File: config.mk
export PLATFORM = sky130hd
export DESIGN_NAME = cellular_modem_bringup_sequencer_core
export DESIGN_NICKNAME = d
export VERILOG_FILES = /design/src/hw/rtl/cmbs_pkg.sv /design/src/hw/rtl/cellular_modem_bringup_sequencer_core.sv /design/src/hw/rtl/cmbs_step.sv
export SDC_FILE = /design/constraint.sdc
export NUM_CORES = 1
export LEC_CHECK = 0
export ABC_AREA = 0
export BUFFER_PORTS_ARGS = -buffer_cell sky130_fd_sc_hd__buf_4
export CORE_UTILIZATION = 25
export DETAILED_ROUTE_END_ITERATION = 10
export PLACE_DENSITY = 0.49
export SYNTH_ARGS = -nofsm -noshare
export SYNTH_HDL_FRONTEND = slang
export SYNTH_SLANG_ARGS = --single-unit
export TNS_END_PERCENT = 10
File: constraint.sdc
create_clock -name clk -period 8.91 [get_ports clk]
set_clock_uncertainty 0.15 [all_clocks]
set_input_delay 1.782 -clock clk [delete_from_list [all_inputs] [get_ports clk]]
set_output_delay 1.782 -clock clk [all_outputs]
set_load 0.05 [all_outputs]
File: src/hw/rtl/cmbs_pkg.sv
// Shared types and constants for the cellular modem bring-up sequencer.
// No dependencies; used by cmbs_step and the sequencer core.
package cmbs_pkg;

    // Fixed widths of the item fields and registers
    localparam int TimeW  = 32;
    localparam int SpanW  = 20;
    localparam int ShortW = 16;
    localparam int CfgIdxW = 3;

    // Poll interval while waiting for network registration
    localparam logic [TimeW-1:0] REG_POLL_MS = 32'd2000;

    // Register reset values
    localparam logic [ShortW-1:0] PWRKEY_PULSE_RST  = 16'd1500;
    localparam logic [ShortW-1:0] BOOT_WAIT_RST     = 16'd3000;
    localparam logic [SpanW-1:0]  AT_TIMEOUT_RST    = 20'd30000;
    localparam logic [SpanW-1:0]  SIM_POLL_RST      = 20'd30000;
    localparam logic [SpanW-1:0]  REG_TIMEOUT_RST   = 20'd120000;
    localparam logic [ShortW-1:0] READY_POLL_RST    = 16'd10000;
    localparam logic [SpanW-1:0]  BACKOFF_INIT_RST  = 20'd15000;
    localparam logic [SpanW-1:0]  BACKOFF_MAX_RST   = 20'd300000;

    // Retry wait after reset
    localparam logic [SpanW-1:0]  RETRY_WAIT_RST    = 20'd15000;

    // Configuration register indexes
    localparam logic [CfgIdxW-1:0] REG_PWRKEY_PULSE = 3'd0;
    localparam logic [CfgIdxW-1:0] REG_BOOT_WAIT    = 3'd1;
    localparam logic [CfgIdxW-1:0] REG_AT_TIMEOUT   = 3'd2;
    localparam logic [CfgIdxW-1:0] REG_SIM_POLL     = 3'd3;
    localparam logic [CfgIdxW-1:0] REG_REG_TIMEOUT  = 3'd4;
    localparam logic [CfgIdxW-1:0] REG_READY_POLL   = 3'd5;
    localparam logic [CfgIdxW-1:0] REG_BACKOFF_INIT = 3'd6;
    localparam logic [CfgIdxW-1:0] REG_BACKOFF_MAX  = 3'd7;

    // Link state codes
    typedef enum logic [3:0] {
        ST_OFF      = 4'd0,
        ST_PULSE    = 4'd1,
        ST_WAIT_AT  = 4'd2,
        ST_INIT     = 4'd3,
        ST_NO_SIM   = 4'd4,
        ST_WAIT_NET = 4'd5,
        ST_ATTACH   = 4'd6,
        ST_READY    = 4'd7,
        ST_BACKOFF  = 4'd8
    } link_state_t;

    // Tick item
    typedef struct packed {
        logic [TimeW-1:0] now_ms;
        logic             at_ok;
        logic             sim_present;
        logic             init_ok;
        logic             net_registered;
        logic             attach_ok;
        logic             data_connected;
    } in_item_t;

    // Result item
    typedef struct packed {
        logic [3:0] link_state;
        logic       pwrkey_drive;
        logic       reset_pulse;
        logic       link_ready;
        logic       signal_poll;
    } out_item_t;

    // Configuration register file
    typedef struct packed {
        logic [ShortW-1:0] pwrkey_pulse_ms;
        logic [ShortW-1:0] boot_wait_ms;
        logic [SpanW-1:0]  at_timeout_ms;
        logic [SpanW-1:0]  sim_poll_ms;
        logic [SpanW-1:0]  registration_timeout_ms;
        logic [ShortW-1:0] ready_poll_ms;
        logic [SpanW-1:0]  backoff_initial_ms;
        logic [SpanW-1:0]  backoff_max_ms;
    } cfg_regs_t;

    // Sequencer state carried from tick to tick
    typedef struct packed {
        link_state_t      seq_state;
        logic [TimeW-1:0] state_entry_time;
        logic [TimeW-1:0] last_poll_time;
        logic [SpanW-1:0] retry_wait;
        logic             pwrkey_level;
    } seq_state_t;

endpackage

File: src/hw/rtl/cellular_modem_bringup_sequencer_core.sv
// Cellular modem bring-up sequencer, top level: handshakes, registers, state.
// Depends on cmbs_pkg and cmbs_step.
//
// Takes one tick transfer per clock while the tick side is not stalled and returns exactly one result per tick.
// A tick is captured in an input register, stepped through the combinational
// sequencer logic and lands in the result register, so a result is presented once
// its tick has passed both registers, and the sustained rate is one tick per cycle
// as long as the result side does not stall. The stall to the tick side is raised
// only while a captured tick cannot move because the result register is held.
// Configuration writes are always taken (cfg_ready is high) and should be made
// while no tick is in flight; indexes follow the register list from 0.
module cellular_modem_bringup_sequencer_core (
    input  logic                                 clk,
    input  logic                                 rst_n,
    // Tick channel
    input  logic                                 in_valid,
    output logic                                 in_stall,
    input  cmbs_pkg::in_item_t                   in_data,
    // Result channel
    output logic                                 out_valid,
    input  logic                                 out_stall,
    output cmbs_pkg::out_item_t                  out_data,
    // Configuration write channel
    input  logic                                 cfg_valid,
    output logic                                 cfg_ready,
    input  logic [cmbs_pkg::CfgIdxW-1:0]         cfg_index,
    input  logic [cmbs_pkg::SpanW-1:0]           cfg_data
);

    logic                 in_valid_reg;
    cmbs_pkg::in_item_t   in_item_reg;
    logic                 out_valid_reg;
    cmbs_pkg::out_item_t  out_item_reg;
    cmbs_pkg::cfg_regs_t  cfg_reg;
    cmbs_pkg::seq_state_t state_reg;
    cmbs_pkg::seq_state_t state_next;
    cmbs_pkg::out_item_t  result;
    logic                 advance;
    logic                 step;
    logic                 in_xfer;

    // Pipeline flow control
    assign advance   = !out_valid_reg || !out_stall;
    assign step      = in_valid_reg && advance;
    assign in_stall  = in_valid_reg && !advance;
    assign in_xfer   = in_valid && !in_stall;
    assign cfg_ready = 1'b1;
    assign out_valid = out_valid_reg;
    assign out_data  = out_item_reg;

    // Sequencer step
    cmbs_step u_step (
        .cfg    (cfg_reg),
        .cur    (state_reg),
        .item   (in_item_reg),
        .nxt    (state_next),
        .result (result)
    );

    // Input register: empty slot fills even while the result is held
    always_ff @(posedge clk or negedge rst_n)
    begin
        if (!rst_n)
            in_valid_reg <= 1'b0;
        else if (!in_stall)
            in_valid_reg <= in_valid;
    end

    always_ff @(posedge clk)
    begin
        if (in_xfer)
            in_item_reg <= in_data;
    end

    // Result register
    always_ff @(posedge clk or negedge rst_n)
    begin
        if (!rst_n)
            out_valid_reg <= 1'b0;
        else if (advance)
            out_valid_reg <= in_valid_reg;
    end

    always_ff @(posedge clk)
    begin
        if (step)
            out_item_reg <= result;
    end

    // Sequencer state
    always_ff @(posedge clk or negedge rst_n)
    begin
        if (!rst_n)
        begin
            state_reg.seq_state        <= cmbs_pkg::ST_OFF;
            state_reg.state_entry_time <= '0;
            state_reg.last_poll_time   <= '0;
            state_reg.retry_wait       <= cmbs_pkg::RETRY_WAIT_RST;
            state_reg.pwrkey_level     <= 1'b0;
        end
        else if (step)
            state_reg <= state_next;
    end

    // Configuration registers
    always_ff @(posedge clk or negedge rst_n)
    begin
        if (!rst_n)
        begin
            cfg_reg.pwrkey_pulse_ms         <= cmbs_pkg::PWRKEY_PULSE_RST;
            cfg_reg.boot_wait_ms            <= cmbs_pkg::BOOT_WAIT_RST;
            cfg_reg.at_timeout_ms           <= cmbs_pkg::AT_TIMEOUT_RST;
            cfg_reg.sim_poll_ms             <= cmbs_pkg::SIM_POLL_RST;
            cfg_reg.registration_timeout_ms <= cmbs_pkg::REG_TIMEOUT_RST;
            cfg_reg.ready_poll_ms           <= cmbs_pkg::READY_POLL_RST;
            cfg_reg.backoff_initial_ms      <= cmbs_pkg::BACKOFF_INIT_RST;
            cfg_reg.backoff_max_ms          <= cmbs_pkg::BACKOFF_MAX_RST;
        end
        else if (cfg_valid && cfg_ready)
        begin
            unique case (cfg_index)
                cmbs_pkg::REG_PWRKEY_PULSE:
                    cfg_reg.pwrkey_pulse_ms <= cfg_data[cmbs_pkg::ShortW-1:0];
                cmbs_pkg::REG_BOOT_WAIT:
                    cfg_reg.boot_wait_ms <= cfg_data[cmbs_pkg::ShortW-1:0];
                cmbs_pkg::REG_AT_TIMEOUT:
                    cfg_reg.at_timeout_ms <= cfg_data;
                cmbs_pkg::REG_SIM_POLL:
                    cfg_reg.sim_poll_ms <= cfg_data;
                cmbs_pkg::REG_REG_TIMEOUT:
                    cfg_reg.registration_timeout_ms <= cfg_data;
                cmbs_pkg::REG_READY_POLL:
                    cfg_reg.ready_poll_ms <= cfg_data[cmbs_pkg::ShortW-1:0];
                cmbs_pkg::REG_BACKOFF_INIT:
                    cfg_reg.backoff_initial_ms <= cfg_data;
                cmbs_pkg::REG_BACKOFF_MAX:
                    cfg_reg.backoff_max_ms <= cfg_data;
                default:
                    cfg_reg <= cfg_reg;
            endcase
        end
    end

endmodule

File: src/hw/rtl/cmbs_step.sv
// One tick of the bring-up sequencer: next state and result from the current state.
// Depends on cmbs_pkg for the state, item and register types.
module cmbs_step (
    input  cmbs_pkg::cfg_regs_t  cfg,
    input  cmbs_pkg::seq_state_t cur,
    input  cmbs_pkg::in_item_t   item,
    output cmbs_pkg::seq_state_t nxt,
    output cmbs_pkg::out_item_t  result
);

    logic [cmbs_pkg::TimeW-1:0] elapsed;
    logic [cmbs_pkg::TimeW-1:0] since_poll;
    logic [cmbs_pkg::SpanW:0]   doubled;
    logic                       rst_pulse;
    logic                       poll;

    // Modular time spans
    assign elapsed    = item.now_ms - cur.state_entry_time;
    assign since_poll = item.now_ms - cur.last_poll_time;
    assign doubled    = {cur.retry_wait, 1'b0};

    // Transition logic
    always_comb
    begin
        nxt       = cur;
        rst_pulse = 1'b0;
        poll      = 1'b0;
        unique case (cur.seq_state)
            cmbs_pkg::ST_PULSE:
            begin
                if (elapsed >= {16'd0, cfg.pwrkey_pulse_ms})
                begin
                    nxt.pwrkey_level     = 1'b0;
                    nxt.seq_state        = cmbs_pkg::ST_WAIT_AT;
                    nxt.state_entry_time = item.now_ms;
                end
            end
            cmbs_pkg::ST_WAIT_AT:
            begin
                if (elapsed >= {16'd0, cfg.boot_wait_ms})
                begin
                    if (item.at_ok)
                    begin
                        nxt.seq_state        = cmbs_pkg::ST_INIT;
                        nxt.state_entry_time = item.now_ms;
                    end
                    else if (elapsed > {12'd0, cfg.at_timeout_ms})
                    begin
                        nxt.seq_state        = cmbs_pkg::ST_BACKOFF;
                        nxt.state_entry_time = item.now_ms;
                    end
                end
            end
            cmbs_pkg::ST_INIT:
            begin
                nxt.state_entry_time = item.now_ms;
                if (!item.sim_present)
                    nxt.seq_state = cmbs_pkg::ST_NO_SIM;
                else if (item.init_ok)
                    nxt.seq_state = cmbs_pkg::ST_WAIT_NET;
                else
                    nxt.seq_state = cmbs_pkg::ST_BACKOFF;
            end
            cmbs_pkg::ST_NO_SIM:
            begin
                // Each poll interval: restart it in place, and return to init once the SIM is present
                if (elapsed >= {12'd0, cfg.sim_poll_ms})
                begin
                    nxt.state_entry_time = item.now_ms;
                    if (item.sim_present)
                        nxt.seq_state = cmbs_pkg::ST_INIT;
                end
            end
            cmbs_pkg::ST_WAIT_NET:
            begin
                if (since_poll >= cmbs_pkg::REG_POLL_MS)
                begin
                    nxt.last_poll_time = item.now_ms;
                    if (item.net_registered)
                    begin
                        nxt.seq_state        = cmbs_pkg::ST_ATTACH;
                        nxt.state_entry_time = item.now_ms;
                    end
                    else if (elapsed > {12'd0, cfg.registration_timeout_ms})
                    begin
                        nxt.seq_state        = cmbs_pkg::ST_BACKOFF;
                        nxt.state_entry_time = item.now_ms;
                    end
                end
            end
            cmbs_pkg::ST_ATTACH:
            begin
                nxt.state_entry_time = item.now_ms;
                nxt.seq_state = item.attach_ok ? cmbs_pkg::ST_READY : cmbs_pkg::ST_BACKOFF;
            end
            cmbs_pkg::ST_READY:
            begin
                if (since_poll >= {16'd0, cfg.ready_poll_ms})
                begin
                    nxt.last_poll_time = item.now_ms;
                    poll               = 1'b1;
                    if (!item.net_registered || !item.data_connected)
                    begin
                        nxt.seq_state        = cmbs_pkg::ST_BACKOFF;
                        nxt.state_entry_time = item.now_ms;
                    end
                end
            end
            cmbs_pkg::ST_BACKOFF:
            begin
                // Expired: hard reset, double the wait up to the ceiling
                if (elapsed >= {12'd0, cur.retry_wait})
                begin
                    nxt.retry_wait = (doubled < {1'b0, cfg.backoff_max_ms}) ?
                                     doubled[cmbs_pkg::SpanW-1:0] : cfg.backoff_max_ms;
                    rst_pulse            = 1'b1;
                    nxt.seq_state        = cmbs_pkg::ST_WAIT_AT;
                    nxt.state_entry_time = item.now_ms;
                end
            end
            default:
            begin
                // Off, and any stray code: skip the power key if the modem answers
                nxt.state_entry_time = item.now_ms;
                if (item.at_ok)
                    nxt.seq_state = cmbs_pkg::ST_INIT;
                else
                begin
                    nxt.pwrkey_level = 1'b1;
                    nxt.seq_state    = cmbs_pkg::ST_PULSE;
                end
            end
        endcase

        // Ready link restores the initial retry wait
        if (nxt.seq_state == cmbs_pkg::ST_READY)
            nxt.retry_wait = cfg.backoff_initial_ms;
    end

    // Result fields
    always_comb
    begin
        result.link_state   = nxt.seq_state;
        result.pwrkey_drive = nxt.pwrkey_level;
        result.reset_pulse  = rst_pulse;
        result.link_ready   = (nxt.seq_state == cmbs_pkg::ST_READY);
        result.signal_poll  = poll;
    end

endmodule
* After elaboration in Yosys (flattened, before gate mapping)
Index checks and enable logic that the tools add are counted.
** Operators by class
- Add/sub/neg operators :: 2
- Order comparisons :: 9
- Equal/unequal tests :: 25
- Muxes and demuxes :: 27
- Reduce and logical (&&, ||, !) cells :: 27
** Operators with widths (number)
- 36-bit 2-to-1 mux :: 9
- 36-bit one-hot mux with 8 select lines :: 1
- 68-bit 2-to-1 mux :: 2
- 32-bit by 16-bit greater-or-equal comparator with 1-bit output :: 3
- 20-bit 2-to-1 mux :: 4
- 32-bit by 20-bit greater-or-equal comparator with 1-bit output :: 2
- 32-bit by 20-bit > comparator with 1-bit output :: 2
- 32-bit one-hot mux with 2 select lines :: 1
- 32-bit subtractor :: 2
- 32-bit by 11-bit greater-or-equal comparator with 1-bit output (second input constant) :: 1
- 21-bit by 20-bit less-than comparator with 1-bit output :: 1
- 4-bit by 3-bit == test with 1-bit output (second input constant) :: 5
- 4-bit 2-to-1 mux :: 4
- 2-bit AND reduction :: 8
- 2-bit by 1-bit != test with 1-bit output (second input constant) :: 7
- 3-bit == test (second input constant) :: 4
- 10-bit AND reduction :: 1
- 4-bit by 2-bit == test with 1-bit output (second input constant) :: 2
- 7-bit OR reduction :: 1
- 3-bit by 2-bit == test with 1-bit output (second input constant) :: 2
- 1-bit logical NOT :: 6
- 3-bit by 2-bit != test with 1-bit output (second input constant) :: 2
- 2-bit nonzero test :: 3
- 4-bit by 1-bit == test with 1-bit output (second input constant) :: 1
- 10 further kinds :: 16
** Storage, ports and cells
- Bits in registers :: 285
- Input bits :: 66
- Output and inout bits :: 11
- Word-level logic and storage cells :: 117

* Logic depth before layout (Yosys ltp)
- Depth in word-level cells :: 9
- Depth in mapped cells :: 25
- Depth with buffers taken out :: 24

* Cells and area by module
A second synthesis with hierarchy kept.
** Second synthesis, totals
- Cells, all modules :: 1928
- Area, all modules :: 20473.4 um^2
** By module, submodules not included
- cellular_modem_bringup_sequencer_core :: times used 1, cells each 564, area an instance 10496.3 um^2, seq. area each 7439.6 um^2
- cmbs_step :: times used 1, cells each 1364, area an instance 9977.1 um^2, seq. area each 0.0 um^2

* Worst setup path after synthesis
Ideal clock, no wire load.
- Path kind :: reg2reg
- From :: reg in_item_reg[6] in the netlist's numbering
- To :: reg state_reg[54] in the netlist's numbering
- Data arrival time :: 4.876 ns
- Required time :: 8.635 ns
- Slack :: 3.758 ns
- Cell stages (with the launch flop) :: 22
- Buffers on the path :: 1
- Clock period less this slack :: 5.152 ns
- Cells stage by stage :: edfxtp_1 > inv_1 > ha_1 > inv_1 > fa_1 > a21o_1 > a311oi_2 > or3_4 > nand2_1 > a221o_1 > ha_1 > nand3_1 > or4_1 > o22ai_1 > o32ai_1 > nand2_1 > o311ai_0 > and2_1 > a211o_1 > a211o_2 > buf_8 > mux2_4
** On the way
- Word-level cells in the longest chain between the ends :: 4
** Ends and longest elaborated chain
- start: declaration :: line cellular_modem_bringup_sequencer_core.sv:31 : cmbs_pkg::in_item_t in_item_reg;
- start signal: assignment :: line cellular_modem_bringup_sequencer_core.sv:72 : in_item_reg <= in_data;
- 32-bit subtractor (on tied branches) :: line cmbs_step.sv:18, cmbs_step.sv:19
- 32-bit by 20-bit > comparator with 1-bit output, or another cell as far along :: line cmbs_step.sv:47 : else if (elapsed > {12'd0, cfg.at_timeout_ms})
- 3-bit by 2-bit != test with 1-bit output (no source line) or 2-bit by 1-bit != test with 1-bit output (tied branches)
- 10-bit AND reduction (no source line) (*)
- end signal: assignment :: line cellular_modem_bringup_sequencer_core.sv:102 : state_reg <= state_next;
- end: declaration :: line cellular_modem_bringup_sequencer_core.sv:35 : cmbs_pkg::seq_state_t state_reg;
Mark *: on every way between the ends. The rest lies on a longest branch, timed or not.
A chain may end at the register's enable or synchronous reset.

* Worst setup path after layout
- From :: reg in_item_reg[9] in the netlist's numbering
- To :: reg state_reg[7] in the netlist's numbering
** On the way
- Word-level cells in the longest chain between the ends :: 9
** Ends and longest elaborated chain
- 32-bit subtractor :: line cmbs_step.sv:18 : assign elapsed = item.now_ms - cur.state_entry_time;
- 32-bit by 20-bit > comparator with 1-bit output (on tied branches) :: line cmbs_step.sv:84, cmbs_step.sv:47
- 36-bit 2-to-1 mux (on tied branches) :: line cmbs_step.sv:84, cmbs_step.sv:47
- 36-bit 2-to-1 mux (on tied branches) :: line cmbs_step.sv:79, cmbs_step.sv:42
- 68-bit 2-to-1 mux or 36-bit 2-to-1 mux (tied branches) :: line cmbs_step.sv:76, cmbs_step.sv:40
- 36-bit one-hot mux with 8 select lines :: line cmbs_step.sv:28 : unique case (cur.seq_state)
- 4-bit by 3-bit == test with 1-bit output :: line cmbs_step.sv:136 : if (nxt.seq_state == cmbs_pkg::ST_READY)
- 2-bit nonzero test (no source line)
- 3-bit AND reduction (no source line)
Several ways; a longest one is shown, not always the timed one. The select of a mux whose other input is x is not followed.

==> impl_summary.md <==
Status
The run finished with clean final reports.

Logic synthesis
Ranked by instance count, the synthesized netlist is headed by sky130_fd_sc_hd__inv_1, sky130_fd_sc_hd__nand2_1, sky130_fd_sc_hd__ha_1, sky130_fd_sc_hd__o21ai_0, sky130_fd_sc_hd__dfrtp_1. The count of mapped cells out of synthesis is 2111. The post-synthesis instance area is 19580 µm².

The synthesized design contains 46 enable-type register cells. The post-synthesis average cell area is 9.275 µm². The share of Yosys cell area claimed by the top area cell type is 22.62%.

The sequential fraction of the synthesis area is 38.00%. Of all flip-flops after synthesis, the portion carrying an async set or reset was 83.86%. The synthesized netlist contains 98 unique library cells. Of all cell types, the one taking the most synthesized area is sky130_fd_sc_hd__dfrtp_1. In the post-synthesis netlist, the biggest area contributors are sky130_fd_sc_hd__dfrtp_1, sky130_fd_sc_hd__ha_1, sky130_fd_sc_hd__dfstp_2.

After synthesis the netlist holds a flip-flop and latch count of 285. The cell with the most instances after synthesis is sky130_fd_sc_hd__inv_1. The prevailing post-synth register cell is sky130_fd_sc_hd__dfrtp_1. The net count of the mapped netlist is 2384.

For this run, the number of Yosys warnings is 0.

GRT
Entering global routing, the biggest net connects 125 pins. The initial antenna violation count is 0. The first global-routing pass estimated 89780 µm of wire.

The routing layer with the top usage in global route is met2. The total congestion overflow is 0. Across every metal layer, demand over resource in global routing totals 14.51%. The number of global-route vias before repair is 15649. The global routing usage on met2 is 24.20%.

Global routing used 2.080% of the available met3 tracks. The met1 track demand over resource in global routing is 19.47%.

Clock tree
The clock tree from TritonCTS is yes. The number of setup buffers added after CTS is 0. Clock tree synthesis found a total of 285 sinks. The number of H-tree levels is 2.

The clock-pin slew on the worst setup and hold paths is 0.06 ns. The buffer levels on the longest clock path is 3. Post-CTS repair changed the size of 0 cells. The hold buffer count at cts is 0. The root buffer selected by CTS is sky130_fd_sc_hd__clkbuf_16.

The clock reaches the later pin of the worst-skew pair after 0.56 ns. Clock tree synthesis inserted a total of 36 buffers.

Floorplan
The floorplan die area is 79440 µm². The area inside the core boundary is 77470 µm². The initial cell density of the core is 25.28%. The floorplan step set the die width to 281.9 µm. During I/O placement, the number of pins put on the boundary was 77. The floorplan has 102 rows. The die height is 281.9 µm.

Placement
The number of placed instances with taps included is 3161. The routability congestion estimate is 0.8790. The count of port buffers added during placement is 75. The post-placement setup slack is 1.876 ns.

The sum of net half-perimeters after detailed placement is 43160 µm.

Pwr
Power spread over the standard cell area amounts to 291.7 nW/µm². In this run the power spent charging and discharging nets is 2723 µW. The maximum resistive drop on vdd is 0.0001240 V. The sequential cell fraction of total power is 28.4%. The internal power of the cells totals 3832 µW. Net switching is 41.54% of the power.

Per report_power, the combinational group accounts for 48.4% of the total. In this run, the clock network consumes 23.2% of the power. The standby leakage power is 0.01003 µW.

STA
Setup violations remaining at the end of the flow were counted as 0. After layout, the worst path uses 78.70% of the clock period. The final-report hold violation count came to 0. In the post-route analysis, the smallest setup slack over all paths is 1.898 ns. The number of max-slew violations in the final report is 0. Static timing analysis puts the maximum clock frequency at 142.6 MHz. The total negative setup slack is 0 ns.

Setup repair after global routing left no endpoint under its margin. The worst slack on hold paths is 0.3274 ns. Measured against its own limit, the worst slew margin works out to 12.39%. The pin slew with the least headroom to its limit is 1.314 ns.

The post-layout minimum cycle time is 7.012 ns.

Final layout
The net count of the finished layout is 2432. The antenna cell count is 0. The flip-flop count of the largest register, all copies and words added is 148. The share of cells above drive strength 1 is 16.37%.

The area added between synthesis and finish is 14.77%. The final instance count without filler cells is 3227.

Routing
The first detailed-routing pass ran for 8 iterations. For this run, design rule violations remaining after detail routing come to 0. The routed length per instance is 17.76 µm. In this run, the number of DRC markers left after iteration 0 of detailed routing was 959. The final layout contains routed wiring with a total length of 57300 µm. The total via count in the routed design is 15485. The count of nets left with antenna violations once routing finished came out at 0. After detailed routing, the number of vias per cell comes to 4.799.

Critical path
The startpoint identified for the worst register-to-register timing path is in_item_reg[9]. For the worst flop-to-flop path, the logic depth is 21. The startpoint of the most critical setup path is in_item_reg[9].

The startpoint-to-endpoint class of the critical path is reg2reg. STA puts the critical path data required time at 9.24 ns. The arrival time at the worst endpoint is 7.34 ns.

The largest fanout on the critical path is 22. The slack of the worst reg-to-reg path is 1.90 ns. The critical path capture point is state_reg[7]. The worst setup path is captured at a register. The element type at the critical path start is a register. The end of the worst register-to-register path is state_reg[7].

Min path
The path type of the worst min-delay path is reg2reg.

Job
The tool flagged a number of max-cap violations equal to 0.
## critical path, cell delays in order, from the launching register on
cell	delay (ns)
sky130_fd_sc_hd__edfxtp_1	0.45
sky130_fd_sc_hd__ha_1	0.43
sky130_fd_sc_hd__o211ai_1	0.12
sky130_fd_sc_hd__a21oi_1	0.26
sky130_fd_sc_hd__o21a_1	0.28
sky130_fd_sc_hd__nor2_1	0.10
sky130_fd_sc_hd__o21ai_0	0.29
sky130_fd_sc_hd__a21boi_0	0.17
sky130_fd_sc_hd__xnor2_1	0.58
sky130_fd_sc_hd__ha_1	0.37
sky130_fd_sc_hd__nand4_1	0.13
sky130_fd_sc_hd__nor2_1	0.07
sky130_fd_sc_hd__a2111oi_0	0.39
sky130_fd_sc_hd__nand2_1	0.09
sky130_fd_sc_hd__nor2_1	0.16
sky130_fd_sc_hd__a221o_1	0.16
sky130_fd_sc_hd__o21ai_0	0.07
sky130_fd_sc_hd__a21oi_1	0.35
sky130_fd_sc_hd__a21o_1	0.79
sky130_fd_sc_hd__nor3b_2	1.12
sky130_fd_sc_hd__o21ai_0	0.26
sky130_fd_sc_hd__o21ai_0	0.13
## metal layers
metal / routed length, µm / vias to the layer above
li1: - / 7608
met1: 27500 / 7581
met2: 26660 / 233
met3: 1939 / 63
met4: 1195 / 0
met5: 0 / -
## power by group through the flow
stage          sequential, µW  combinational [µW]  clock, µW
4_1_cts                  1860                3190       1570
3_3_place_gp             1870                3110          0
2_1_floorplan            1840                2270          0
3_5_place_dp             1880                3170          0
5_1_grt                  1900                3590       1620
6_report                 1860                3170       1520
## cell usage in the layout (no fill, tap or decap), drive strengths merged, types with 9 or more instances in the layout
| master | instances |
|---|---|
| a211oi | 16 |
| a21boi | 10 |
| a21o | 47 |
| a21oi | 152 |
| and2 | 10 |
| buf | 96 |
| clkbuf | 56 |
| dfrtp | 177 |
| dfstp | 62 |
| edfxtp | 46 |
| ha | 205 |
| inv | 249 |
| mux2 | 115 |
| mux2i | 25 |
| nand2 | 241 |
| nand2b | 19 |
| nand3 | 28 |
| nand4 | 40 |
| nor2 | 74 |
| nor2b | 10 |
| nor3 | 27 |
| nor4 | 9 |
| o211ai | 21 |
| o21a | 23 |
| o21ai | 203 |
| o221ai | 23 |
| or3 | 15 |
| xnor2 | 26 |
| xor2 | 17 |
## layout make-up
cell class	count	area (µm²)
fillers	8135	54990
multi-input cells	1491	10840
flip-flops and latches	285	7440
well taps	1040	1301
clock buffers	56	1067
inverters	249	934.6
repair buffers	96	728.2
clock inverters	10	157.7
## how the worst min path moves through the flow
stage | end | start | cells after the start
floorplan | state_reg[22] | state_reg[22] | 2
global placement | state_reg[39] | state_reg[39] | 2
detailed placement | state_reg[28] | state_reg[28] | 2
CTS | state_reg[28] | state_reg[28] | 2
global route | state_reg[37] | state_reg[37] | 2
finish | state_reg[28] | state_reg[28] | 2
## through the flow
stage	instance area, µm²	util, %	total power (µW)
after global routing	22470	29.01	7117
final	22470	29.01	6556
after floorplan	19580	-	4104
after detailed placement	21250	27.43	5052
after global placement	21250	27.43	4979
after CTS	22470	29.01	6621
## logic make-up (layout without fill, tap and decap cells)
logic type / after synthesis / after routing / synth area share (%)
mux: 140 / 140 / 8.467
flops: 285 / 285 / 38.00
xor+xnor: 43 / 43 / 1.962
other cells: 1 / 1 / 0.01915
simple gates: 510 / 510 / 12.39
compound gates: 589 / 589 / 19.00
buf+inv: 335 / 411 / 6.799
fa+ha+maj: 208 / 208 / 13.36
Power figures use the tool's default switching activity.
